## config.mk

```make
export PLATFORM = sky130hd
export DESIGN_NAME = fragment_reassembly_tracker
export DESIGN_NICKNAME = d
export VERILOG_FILES = /design/src/design/frt_pkg.sv /design/src/design/frt_front.sv /design/src/design/frt_back.sv /design/src/design/fragment_reassembly_tracker.sv
export VERILOG_INCLUDE_DIRS = /design/src /design/src/design
export SDC_FILE = /design/constraint.sdc
export NUM_CORES = 2
export LEC_CHECK = 0
export BUFFER_PORTS_ARGS = -buffer_cell sky130_fd_sc_hd__buf_2
export CELL_PAD_IN_SITES_DETAIL_PLACEMENT = 2
export CELL_PAD_IN_SITES_GLOBAL_PLACEMENT = 2
export CORE_MARGIN = 2
export CORE_UTILIZATION = 25
export DETAILED_ROUTE_END_ITERATION = 8
export PLACE_DENSITY_LB_ADDON = 0.1
export REMOVE_ABC_BUFFERS = 1
export SLEW_MARGIN = 20
export SYNTH_ARGS = -nofsm -noshare
export SYNTH_HDL_FRONTEND = slang
export SYNTH_SLANG_ARGS = --single-unit
```

## constraint.sdc

```tcl
create_clock -name clk -period 32 [get_ports clk]
set_input_delay 3.2 -clock clk [delete_from_list [all_inputs] [get_ports clk]]
set_output_delay 3.2 -clock clk [all_outputs]
set_load 0.01 [all_outputs]
```

## src/design/assert_macros.svh

```systemverilog
// assertion macros shared by the design files
`ifndef ASSERT_MACROS_SVH
`define ASSERT_MACROS_SVH
// implication checked on every clock, off during reset
`define ASSERT_IMP(lbl, clk, rst_n, a, c) \
	lbl: assert property (@(posedge clk) disable iff (!rst_n) (a) |-> (c)) \
		else $error("assertion failed");
// implication checked on the next clock
`define ASSERT_NXT(lbl, clk, rst_n, a, c) \
	lbl: assert property (@(posedge clk) disable iff (!rst_n) (a) |=> (c)) \
		else $error("assertion failed");
`endif

```

## src/design/frt_pkg.sv

```systemverilog
// package: types and constants of the fragment reassembly tracker
`timescale 1ns / 1ps
package frt_pkg;
	localparam int CONTEXTS = 16;
	localparam int CTX_W = (CONTEXTS > 1) ? $clog2(CONTEXTS) : 1;
	localparam int MAX_FRAGS = 64;
	localparam int MAX_FRAG_BYTES = 1024;
	localparam int BYTES_MAX = 17'h1FFFF;
	localparam int QUEUE_DEPTH = 2;
	localparam int QPTR_W = (QUEUE_DEPTH > 1) ? $clog2(QUEUE_DEPTH) : 1;
	localparam int QCNT_W = $clog2(QUEUE_DEPTH + 1);

	typedef logic [QPTR_W-1:0] qptr_t;
	typedef logic [QCNT_W-1:0] qcnt_t;

	typedef enum logic [2:0] {
		ST_ACCEPTED  = 3'd0,
		ST_COMPLETED = 3'd1,
		ST_DUPLICATE = 3'd2,
		ST_RANGE     = 3'd3,
		ST_FULL      = 3'd4,
		ST_TIMEOUT   = 3'd5,
		ST_NOT_FOUND = 3'd6,
		ST_DISABLED  = 3'd7
	} status_t;

	typedef struct packed {
		logic        mode;
		logic [31:0] first_seq;
		logic [31:0] frag_number;
		logic [6:0]  frag_count;
		logic [10:0] frag_bytes;
	} in_beat_t;

	typedef struct packed {
		logic [2:0]  status;
		logic [31:0] packet_begin;
		logic [16:0] total_bytes;
		logic [6:0]  fragments_seen;
	} out_beat_t;

	// front-to-back work item
	typedef struct packed {
		logic             disabled;
		logic             mode;
		logic [31:0]      first_seq;
		logic [31:0]      frag_number;
		logic [6:0]       frag_count;
		logic [10:0]      frag_bytes;
	} work_t;
endpackage

```

## src/design/frt_front.sv

```systemverilog
// front end: accepts beats, clamps bytes, tags disabled beats, fills the queue
`timescale 1ns / 1ps
`include "assert_macros.svh"
module frt_front (
	input  logic              clk,
	input  logic              arst_n,
	input  logic              cfg_valid,
	output logic              cfg_ready,
	input  logic              cfg_data,
	input  logic              in_valid,
	output logic              in_ready,
	input  frt_pkg::in_beat_t in_data,
	output logic              q_valid,
	input  logic              q_ready,
	output frt_pkg::work_t    q_data
);
	logic                 enable_q;
	frt_pkg::work_t       mem_q [frt_pkg::QUEUE_DEPTH];
	frt_pkg::qptr_t       wptr_q, rptr_q;
	frt_pkg::qcnt_t       cnt_q;
	logic                 push, pop;
	frt_pkg::work_t       w;

	assign cfg_ready = 1'b1;
	assign in_ready  = (cnt_q != frt_pkg::qcnt_t'(frt_pkg::QUEUE_DEPTH));
	assign push      = in_valid && in_ready;
	assign q_valid   = (cnt_q != '0);
	assign pop       = q_valid && q_ready;
	assign q_data    = mem_q[rptr_q];

	always_comb begin
		w.disabled     = !enable_q;
		w.mode         = in_data.mode;
		w.first_seq    = in_data.first_seq;
		w.frag_number  = in_data.frag_number;
		w.frag_count   = in_data.frag_count;
		w.frag_bytes   = (in_data.frag_bytes > 11'(frt_pkg::MAX_FRAG_BYTES)) ?
			11'(frt_pkg::MAX_FRAG_BYTES) : in_data.frag_bytes;
	end

	always_ff @(posedge clk or negedge arst_n) begin
		if (!arst_n) begin
			enable_q <= 1'b0;
			wptr_q   <= '0;
			rptr_q   <= '0;
			cnt_q    <= '0;
		end else begin
			if (cfg_valid && cfg_ready) enable_q <= cfg_data;
			if (push) wptr_q <= (wptr_q == frt_pkg::qptr_t'(frt_pkg::QUEUE_DEPTH - 1)) ?
				'0 : wptr_q + 1'b1;
			if (pop) rptr_q <= (rptr_q == frt_pkg::qptr_t'(frt_pkg::QUEUE_DEPTH - 1)) ?
				'0 : rptr_q + 1'b1;
			cnt_q <= cnt_q + frt_pkg::qcnt_t'(push) - frt_pkg::qcnt_t'(pop);
		end
	end

	always_ff @(posedge clk) begin
		if (push) mem_q[wptr_q] <= w;
	end

	`ASSERT_IMP(a_cnt_range, clk, arst_n, 1'b1, cnt_q <= frt_pkg::qcnt_t'(frt_pkg::QUEUE_DEPTH))
	`ASSERT_NXT(a_push_counts, clk, arst_n, push && !pop, cnt_q == $past(cnt_q) + 1'b1)
	`ASSERT_NXT(a_pop_counts, clk, arst_n, pop && !push, cnt_q == $past(cnt_q) - 1'b1)
endmodule

```

## src/design/frt_back.sv

```systemverilog
// back end: context table lookup and read-modify-write, result register
`timescale 1ns / 1ps
`include "assert_macros.svh"
module frt_back (
	input  logic                clk,
	input  logic                arst_n,
	input  logic                q_valid,
	output logic                q_ready,
	input  frt_pkg::work_t      q_data,
	output logic                out_valid,
	input  logic                out_ready,
	output frt_pkg::out_beat_t  out_data
);
	localparam int N = frt_pkg::CONTEXTS;
	localparam int W = frt_pkg::CTX_W;

	logic        valid_q    [N];
	logic [31:0] begin_q    [N];
	logic [6:0]  count_q    [N];
	logic [6:0]  recv_q     [N];
	logic [63:0] bitmap_q   [N];
	logic [16:0] bytes_q    [N];

	// stage 1: match vectors registered
	logic           busy_s1;
	frt_pkg::work_t w_s1;
	logic           key_hit_s1, cov_hit_s1, free_hit_s1;
	logic [W-1:0]   key_idx_s1, cov_idx_s1, free_idx_s1;

	logic           key_hit, cov_hit, free_hit;
	logic [W-1:0]   key_idx, cov_idx, free_idx;
	logic           take, out_free;

	assign out_free = !out_valid || out_ready;
	assign q_ready  = !busy_s1;
	assign take     = q_valid && q_ready;

	always_comb begin
		key_hit = 1'b0; cov_hit = 1'b0; free_hit = 1'b0;
		key_idx = '0; cov_idx = '0; free_idx = '0;
		for (int i = N - 1; i >= 0; i--) begin
			if (valid_q[i] && begin_q[i] == q_data.first_seq) begin
				key_hit = 1'b1; key_idx = W'(i);
			end
			if (valid_q[i] && (q_data.frag_number - begin_q[i]) < 32'(count_q[i])) begin
				cov_hit = 1'b1; cov_idx = W'(i);
			end
			if (!valid_q[i]) begin
				free_hit = 1'b1; free_idx = W'(i);
			end
		end
	end

	// stage 2 decision
	logic [31:0]          off;
	logic [63:0]          bit_m;
	logic [17:0]          sum;
	logic [16:0]          sum_sat;
	logic [6:0]           rnew;
	frt_pkg::out_beat_t   res;
	logic                 wr_upd, wr_open, wr_free;
	logic [W-1:0]         widx;

	always_comb begin
		off     = w_s1.frag_number - w_s1.first_seq;
		bit_m   = 64'd1 << off[5:0];
		sum     = 18'(bytes_q[key_idx_s1]) + 18'(w_s1.frag_bytes);
		sum_sat = sum[17] ? 17'(frt_pkg::BYTES_MAX) : sum[16:0];
		rnew    = recv_q[key_idx_s1] + 7'd1;
		res     = '0;
		wr_upd  = 1'b0; wr_open = 1'b0; wr_free = 1'b0;
		widx    = key_idx_s1;
		res.packet_begin = w_s1.first_seq;
		priority if (w_s1.disabled) begin
			res.status = frt_pkg::ST_DISABLED;
		end else if (w_s1.mode) begin
			if (!cov_hit_s1) begin
				res.status = frt_pkg::ST_NOT_FOUND;
				res.packet_begin = '0;
			end else begin
				res.status = frt_pkg::ST_TIMEOUT;
				res.packet_begin = begin_q[cov_idx_s1];
				res.fragments_seen = recv_q[cov_idx_s1];
				wr_free = 1'b1; widx = cov_idx_s1;
			end
		end else if (key_hit_s1) begin
			res.fragments_seen = recv_q[key_idx_s1];
			if (off >= 32'(count_q[key_idx_s1])) begin
				res.status = frt_pkg::ST_RANGE;
			end else if ((bitmap_q[key_idx_s1] & bit_m) != '0) begin
				res.status = frt_pkg::ST_DUPLICATE;
			end else begin
				res.fragments_seen = rnew;
				if (rnew >= count_q[key_idx_s1]) begin
					res.status = frt_pkg::ST_COMPLETED;
					res.total_bytes = sum_sat;
					wr_free = 1'b1;
				end else begin
					res.status = frt_pkg::ST_ACCEPTED;
					wr_upd = 1'b1;
				end
			end
		end else if (!free_hit_s1) begin
			res.status = frt_pkg::ST_FULL;
		end else if (w_s1.frag_count == 7'd0 || w_s1.frag_count > 7'(frt_pkg::MAX_FRAGS)
			|| off >= 32'(w_s1.frag_count)) begin
			res.status = frt_pkg::ST_RANGE;
		end else if (w_s1.frag_count == 7'd1) begin
			res.status = frt_pkg::ST_COMPLETED;
			res.total_bytes = 17'(w_s1.frag_bytes);
			res.fragments_seen = 7'd1;
		end else begin
			res.status = frt_pkg::ST_ACCEPTED;
			res.fragments_seen = 7'd1;
			wr_open = 1'b1; widx = free_idx_s1;
		end
	end

	logic fire;
	assign fire = busy_s1 && out_free;

	always_ff @(posedge clk or negedge arst_n) begin
		if (!arst_n) begin
			busy_s1   <= 1'b0;
			out_valid <= 1'b0;
			for (int i = 0; i < N; i++) valid_q[i] <= 1'b0;
		end else begin
			if (take) busy_s1 <= 1'b1;
			else if (fire) busy_s1 <= 1'b0;
			if (fire) out_valid <= 1'b1;
			else if (out_ready) out_valid <= 1'b0;
			if (fire && wr_free) valid_q[widx] <= 1'b0;
			if (fire && wr_open) valid_q[widx] <= 1'b1;
		end
	end

	always_ff @(posedge clk) begin
		if (take) begin
			w_s1 <= q_data;
			key_hit_s1 <= key_hit; key_idx_s1 <= key_idx;
			cov_hit_s1 <= cov_hit; cov_idx_s1 <= cov_idx;
			free_hit_s1 <= free_hit; free_idx_s1 <= free_idx;
		end
		if (fire) out_data <= res;
		if (fire && wr_upd) begin
			bitmap_q[widx] <= bitmap_q[widx] | bit_m;
			recv_q[widx]   <= rnew;
			bytes_q[widx]  <= sum_sat;
		end
		if (fire && wr_open) begin
			begin_q[widx]  <= w_s1.first_seq;
			count_q[widx]  <= w_s1.frag_count;
			recv_q[widx]   <= 7'd1;
			bitmap_q[widx] <= bit_m;
			bytes_q[widx]  <= 17'(w_s1.frag_bytes);
		end
	end

	`ASSERT_IMP(a_one_write, clk, arst_n, fire, !(wr_upd && wr_open) && !(wr_free && wr_open))
	`ASSERT_NXT(a_fire_shows, clk, arst_n, fire, out_valid)
	`ASSERT_NXT(a_take_busy, clk, arst_n, take, busy_s1 && !q_ready)
endmodule

```

## src/design/fragment_reassembly_tracker.sv

```systemverilog
// top level: fragment reassembly tracker
//  channel | dir | payload
//  cfg     | in  | deliver_enable bit
//  in      | in  | in_beat_t fragment or timeout beat
//  out     | out | out_beat_t one result per beat
// each beat in the back end: match against all contexts, registered, then
// one read-modify-write of the chosen context and the result register
// a two-entry queue sits between front and back; results wait in an output register
// reset clears all context valid bits and the enable bit at once
`timescale 1ns / 1ps
module fragment_reassembly_tracker (
	input  logic                clk,
	input  logic                arst_n,
	input  logic                cfg_valid,
	output logic                cfg_ready,
	input  logic                cfg_data,
	input  logic                in_valid,
	output logic                in_ready,
	input  frt_pkg::in_beat_t   in_data,
	output logic                out_valid,
	input  logic                out_ready,
	output frt_pkg::out_beat_t  out_data
);
	logic           q_valid, q_ready;
	frt_pkg::work_t q_data;

	frt_front u_front (
		.clk, .arst_n, .cfg_valid, .cfg_ready, .cfg_data,
		.in_valid, .in_ready, .in_data, .q_valid, .q_ready, .q_data
	);

	frt_back u_back (
		.clk, .arst_n, .q_valid, .q_ready, .q_data,
		.out_valid, .out_ready, .out_data
	);
endmodule

```

Yosys cells after proc, flatten, opt, wreduce, memory -nomap -nowiden. Memory sizes are Yosys's and may differ from the RTL's. Cells that the tools add are included.

Memories kept: 6. Logic and storage cells: 306. Register bits: 181. Memory bits (writable): 2200. Output and inout port bits: 62.

Bitwise gates (word level): 9. Add/subtract/negate cells: 23. Equality and inequality tests: 18. Order comparisons: 23. Reduce and logical (&&, ||, !) cells: 63. Shift operators: 1. Muxes and demuxes: 116.

Memories: u_back.bitmap_q (words 16, width 64, rd ports 2, clocked after Yosys merged registers in 0, wr ports 1, RTL line frt_back.sv:21) `logic [63:0] bitmap_q [N];`; u_back.begin_q (words 16, width 32, rd ports 17, clocked after Yosys merged registers in 0, wr ports 1, RTL line frt_back.sv:18) `logic [31:0] begin_q [N];`; u_back.bytes_q (words 16, width 17, rd ports 1, clocked after Yosys merged registers in 0, wr ports 1, RTL line frt_back.sv:22) `logic [16:0] bytes_q [N];`; u_front.mem_q (words 2, width 84, rd ports 1, clocked after Yosys merged registers in 0, wr ports 1, RTL line frt_front.sv:18) `frt_pkg::work_t mem_q [frt_pkg::QUEUE_DEPTH];`; u_back.count_q (words 16, width 7, rd ports 17, clocked after Yosys merged registers in 0, wr ports 1, RTL line frt_back.sv:19) `logic [6:0] count_q [N];`; u_back.recv_q (words 16, width 7, rd ports 2, clocked after Yosys merged registers in 0, wr ports 1, RTL line frt_back.sv:20) `logic [6:0] recv_q [N];`.

Operator list (count): 32-bit subtractor (17); 32-bit equality test (16); 32-bit by 7-bit < comparator with 1-bit output (16); 4-bit 2-to-1 mux (31); 24-bit 2-to-1 mux (5); 17-bit 2-to-1 mux (4); 64-bit AND (1); 32-bit by 7-bit greater-or-equal comparator with 1-bit output (2); 64-bit 2-to-1 mux (1); 64-bit OR (1); 64-bit nonzero test (1); 1-bit by 6-bit left shift with 64-bit output (first input constant) (1); 56-bit 2-to-1 mux (1); 3-bit 2-to-1 mux (17); 1-bit 2-to-1 mux (40); 1-bit logical AND (39); 34-bit 2-to-1 mux (1); 16-bit 2-to-1 mux (2); 32-bit 2-to-1 mux (1); 15-bit OR reduction (2); 11-bit 2-to-1 mux (2); 7-bit 2-to-1 mux (3); 17-bit by 11-bit adder with 18-bit output (1); 16-bit AND (1); other kinds (28) (47).

Depth between registers and ports, before layout. An unclocked memory read counts as a cell.

Word-level depth: 19. Gate-level depth with buffers: 29. Depth with buffers taken out: 25.

By module. A second synthesis with hierarchy kept.

Cell total of the unflattened synthesis: 12070. Area, all modules: 141917.4 sq um.

By module, submodules not included: frt_back (seq. area each 66213.5 sq um, area an instance 135510.0 sq um, cells each 11769, instances 1); frt_front (seq. area each 5170.0 sq um, area an instance 6407.4 sq um, cells each 301, instances 1).

Least setup slack after synthesis. No wires, ideal clock.

Path type: register to register. Start point: reg u_back.key_idx_s1[0]. End point: mem u_back.bitmap_q[0][0], enable pin. Clock period less this slack: 10.157 ns. Data arrival time: 9.622 ns. Slack: 21.843 ns. Required time: 31.464 ns. Cell stages (with the launch flop): 26. Path through: edfxtp_1 > buf_2 > buf_2 > buf_2 > buf_2 > buf_2 > buf_2 > buf_2 > clkbuf_1 > buf_1 > mux4_2 > mux4_2 > ha_1 > nand2b_1 > a21o_1 > a21o_1 > a21oi_1 > nor2b_1 > o21ai_0 > nand2b_1 > a21oi_1 > nand2_1 > nor2_1 > a21o_1 > nand3_1 > nor2_1.

Longest elaborated chain between the ends: 13. Elaborated cells between the ends (all ways): 25. Classes of those cells: 1 x add/sub; 2 x order compare; 15 x mux; 2 x bitwise; 2 x reduce/logical; 3 x memory.

RTL lines: start: declaration (RTL line frt_back.sv:28) `logic [W-1:0] key_idx_s1, cov_idx_s1, free_idx_s1;`; start signal: assignment (RTL line frt_back.sv:140) `key_hit_s1 <= key_hit; key_idx_s1 <= key_idx;`; memory read 16 x 7 bit; 7-bit by 1-bit adder with 7-bit output (RTL line frt_back.sv:69) `rnew = recv_q[key_idx_s1] + 7'd1;`; 7-bit greater-or-equal comparator (RTL line frt_back.sv:94) `if (rnew >= count_q[key_idx_s1]) begin`; 1-bit 2-to-1 mux (RTL line frt_back.sv:94); 1-bit 2-to-1 mux (RTL line frt_back.sv:90) `end else if ((bitmap_q[key_idx_s1] & bit_m) != '0) begin`; 1-bit 2-to-1 mux (RTL line frt_back.sv:88) `if (off >= 32'(count_q[key_idx_s1])) begin`; 1-bit 2-to-1 mux (RTL line frt_back.sv:86) `end else if (key_hit_s1) begin`; 1-bit 2-to-1 mux (RTL line frt_back.sv:76) `end else if (w_s1.mode) begin`; 1-bit 2-to-1 mux (RTL line frt_back.sv:74) `priority if (w_s1.disabled) begin`; 1-bit logical AND (RTL line frt_back.sv:145) `if (fire && wr_upd) begin`; 1-bit 2-to-1 mux (RTL line frt_back.sv:145); 1-bit 2-to-1 mux (implied by the code) (RTL line frt_back.sv:146) `bitmap_q[widx] <= bitmap_q[widx] | bit_m;`; 1-bit OR (no source line); end: declaration (RTL line frt_back.sv:21).

Several ways; a longest one is shown, not always the timed one.

Worst setup path in the final report.
Start point: reg u_back.key_idx_s1[0]. End point: mem u_back.bitmap_q[13][12], enable pin.

Same word-level chain as after synthesis.

==> results.ini <==
[placement]
hpwlAfterDp_um = 554000
gp_congestion = 0.974
io_buffers = 149
dpl_worst_slack_ns = 21.22

[clock_network]
cts_tree = built
cts_resized = 0
cts_hold_buf = 0
cts_buffers = 309
postCtsSetupBuffers = 0
worst_skew_pair.late_latency_ns = 1.01
clk_pin_slew_ns = 0.06
clock_sinks = 2381
h-tree-depth = 5
clk_path_buf_depth = 4
root_buffer = clkbuf_16

[global_route]
antenna_found_initial = 136
grt_pass1_vias = 116134
grt_pass1_wl_um = 1040000
grt_max_degree = 144
grt_usage_pct = 26.3
grt_overflow = 0

[synthesis]
yosysWarningCount = 0
synth_area_leaders = edfxtp_1, mux4_2, ha_1
synth_seq_area_share_pct = 50.4
avgSynthCellArea_sq_um = 12.3
synth_top_cell_area_share_pct = 50.0
post_synth_inst_count = 11554
synth_largest_area_cell = edfxtp_1
ys_seq_elements = 2381
ys.flop_type = edfxtp_1
synth_area_sq_um = 142000
synth_edf_count = 2358
synth-async-reset-ratio_pct = 0.966
synthDistinctLibCells = 104

[timing]
min_period_over_period_pct = 33.4
tightest_slew_ns = 1.27
final-setup-viol-count = 0
setup_tns_ns = 0
hold_viol = 0
finalCriticalPeriod_ns = 10.69
relSlewSlack_pct = 15.3
skew_ns = 0.0792
rsz0062_at_grt = no
worst_slack_ns = 21.31
hold_ws_ns = 0.527
fmax_mhz = 93.5
slew_viol_final = 0

[floorplanning]
start_util_pct = 25.1
floorplan.die_area_sq_um = 573000
rows = 276
core_sq_um = 565000
die_w_um = 757
die_h_um = 757
ioPinCount = 151

[min_path]
hp-class = register to register

[drt]
vias = 111035
drt-total-wl_um = 775000
dr.pass1.iters = 5
drtAntennaViolNets = 0
drt-vias-per-instance = 5.65
drc_errors = 0
wl_per_cell_um = 39.4
drtIter0Drc = 11581

[power]
irDropWorstVdd_uv = 113
clkPwrFrac_pct = 18.5
power.total_mw = 19.0
p_comb_share_pct = 56.3
p_sw_share_pct = 48.4
p_int_mw = 9.81
seq_power_share_pct = 25.2
power_leakage_nw = 57.5
power_density_nw_per_um2 = 116
switching_power_mw = 9.19

[worst_setup_path]
crit_path_max_fanout = 77
cp_data_arrival_time_ns = 11.27
worstSetupEndpointType = register
cp-start-kind = register
cp_data_required_time_ns = 32.58
crit_type = register to register

[status]
status = completed

[layout]
nFillCells = 59921
nNetsFinal = 12648
drive_gt1_share_pct = 15.7
mostFrequentLayoutCells = edfxtp_1, inv_1, nand2_1, a21oi_1, xnor2_1
syn2layout_area_growth_pct = 15.9
multi_input_area_sq_um = 66000
final_common_cell = edfxtp_1
fin_util_pct = 29.1
regArea_sq_um = 71400

[run]
cap_violations = 0

## per-stage QoR
| step | std cells | area, sq um |
|---|---|---|
| after floorplan | 11024 | 140000 |
| after global placement | 19066 | 154000 |
| after detailed placement | 19068 | 154000 |
| after CTS | 19623 | 164000 |
| after global routing | 19631 | 164000 |
| final | 19656 | 164000 |
## synth_stat cells, types with 273 or more instances
cell type  instances
nand2_1          861
xnor2_1          674
ha_1             662
o21ai_0          401
edfxtp_1        2358
nor2_1           460
a21o_1           273
a21oi_1          757
inv_1            891
mux2i_1          354
clkbuf_1         330
mux4_2           643
## power by group through the flow
stage | clock network, mW | logic [mW] | registers, mW
floorplan | 0 | 6.87 | 5.11
CTS | 3.59 | 10.6 | 4.80
finish | 3.52 | 10.7 | 4.79
global placement | 0 | 10.3 | 4.86
detailed placement | 0 | 10.5 | 4.87
global route | 3.69 | 11.3 | 4.80
## worst max-delay path: stages (launching register included)
cell and delay (ns):
edfxtp_1 0.32, buf_4 0.58, buf_4 0.73, buf_12 0.63, buf_4 0.73, mux4_2 0.59
mux4_2 0.49, nand2_1 0.12, o2111ai_1 0.21, o21ai_0 0.35, nor2_1 0.14, nor4_1 0.84
nand4_1 0.33, nor2_1 0.33, a21o_1 0.19, nand3_1 0.60, nor2_4 1.01, buf_4 0.88
buf_4 0.92
## state kept, by name, summed over array words and instances (netlist names), 4 cells and up
register and cells:
u_back.cov_idx_s1 4, u_back.bytes_q 272, u_back.count_q 112, u_back.w_s1 84
u_back.free_idx_s1 4, u_back.recv_q 112, u_back.valid_q 16, u_front.mem_q 168
u_back.out_data 59, u_back.key_idx_s1 4, u_back.begin_q 512, u_back.bitmap_q 1024
## routing by layer
metal  vias up  share of wire, %  track usage, %
met5         -             0.034               0
met4        40               4.3            9.36
met3      1098               6.7            4.35
met2      4076                45            41.5
met1     60424                44            36.4
li1      45397                 -               -
## worst paths after layout
check | from | end | slack [ns] | depth (start not counted)
worst min register to register | u_back.valid_q[4]$_DFF_PN0_ | u_back.valid_q[4]$_DFF_PN0_ | 0.53 | 2
worst max-delay path | u_back.key_idx_s1[0]$_SDFFCE_PP0P_ | u_back.bitmap_q[13][12]$_DFFE_PP_ | 21.31 | 18
worst min-delay path | u_back.valid_q[4]$_DFF_PN0_ | u_back.valid_q[4]$_DFF_PN0_ | 0.53 | 2
min in group asynchronous | arst_n | u_front.enable_q$_DFFE_PN0P_ | 2.26 | 1
max in group asynchronous | arst_n | u_front.rptr_q$_DFFE_PN0P_ | 29.04 | 1
worst max register to register | u_back.key_idx_s1[0]$_SDFFCE_PP0P_ | u_back.bitmap_q[13][12]$_DFFE_PP_ | 21.31 | 18
## layout make-up
cell class              count  share of cell area (%)
multi-input cells        7750                    40.2
flip-flops and latches   2381                    43.5
repair buffers            544                    2.46
clock inverters           191                    1.15
inverters                 893                    2.04
diodes                     27                  0.0412
clock buffers             364                    4.89
well taps                7506                    5.72
## kinds of logic after synthesis
| family | Yosys count | synth area share (%) |
|---|---|---|
| buf+inv | 1423 | 3.90 |
| other cells | 1 | 0.00265 |
| simple gates | 2529 | 8.77 |
| xor+xnor | 813 | 5.03 |
| flops | 2381 | 50.4 |
| compound gates | 2661 | 12.5 |
| mux | 1066 | 13.3 |
| fa+ha+maj | 680 | 6.10 |
Power figures use the tool's default switching activity.
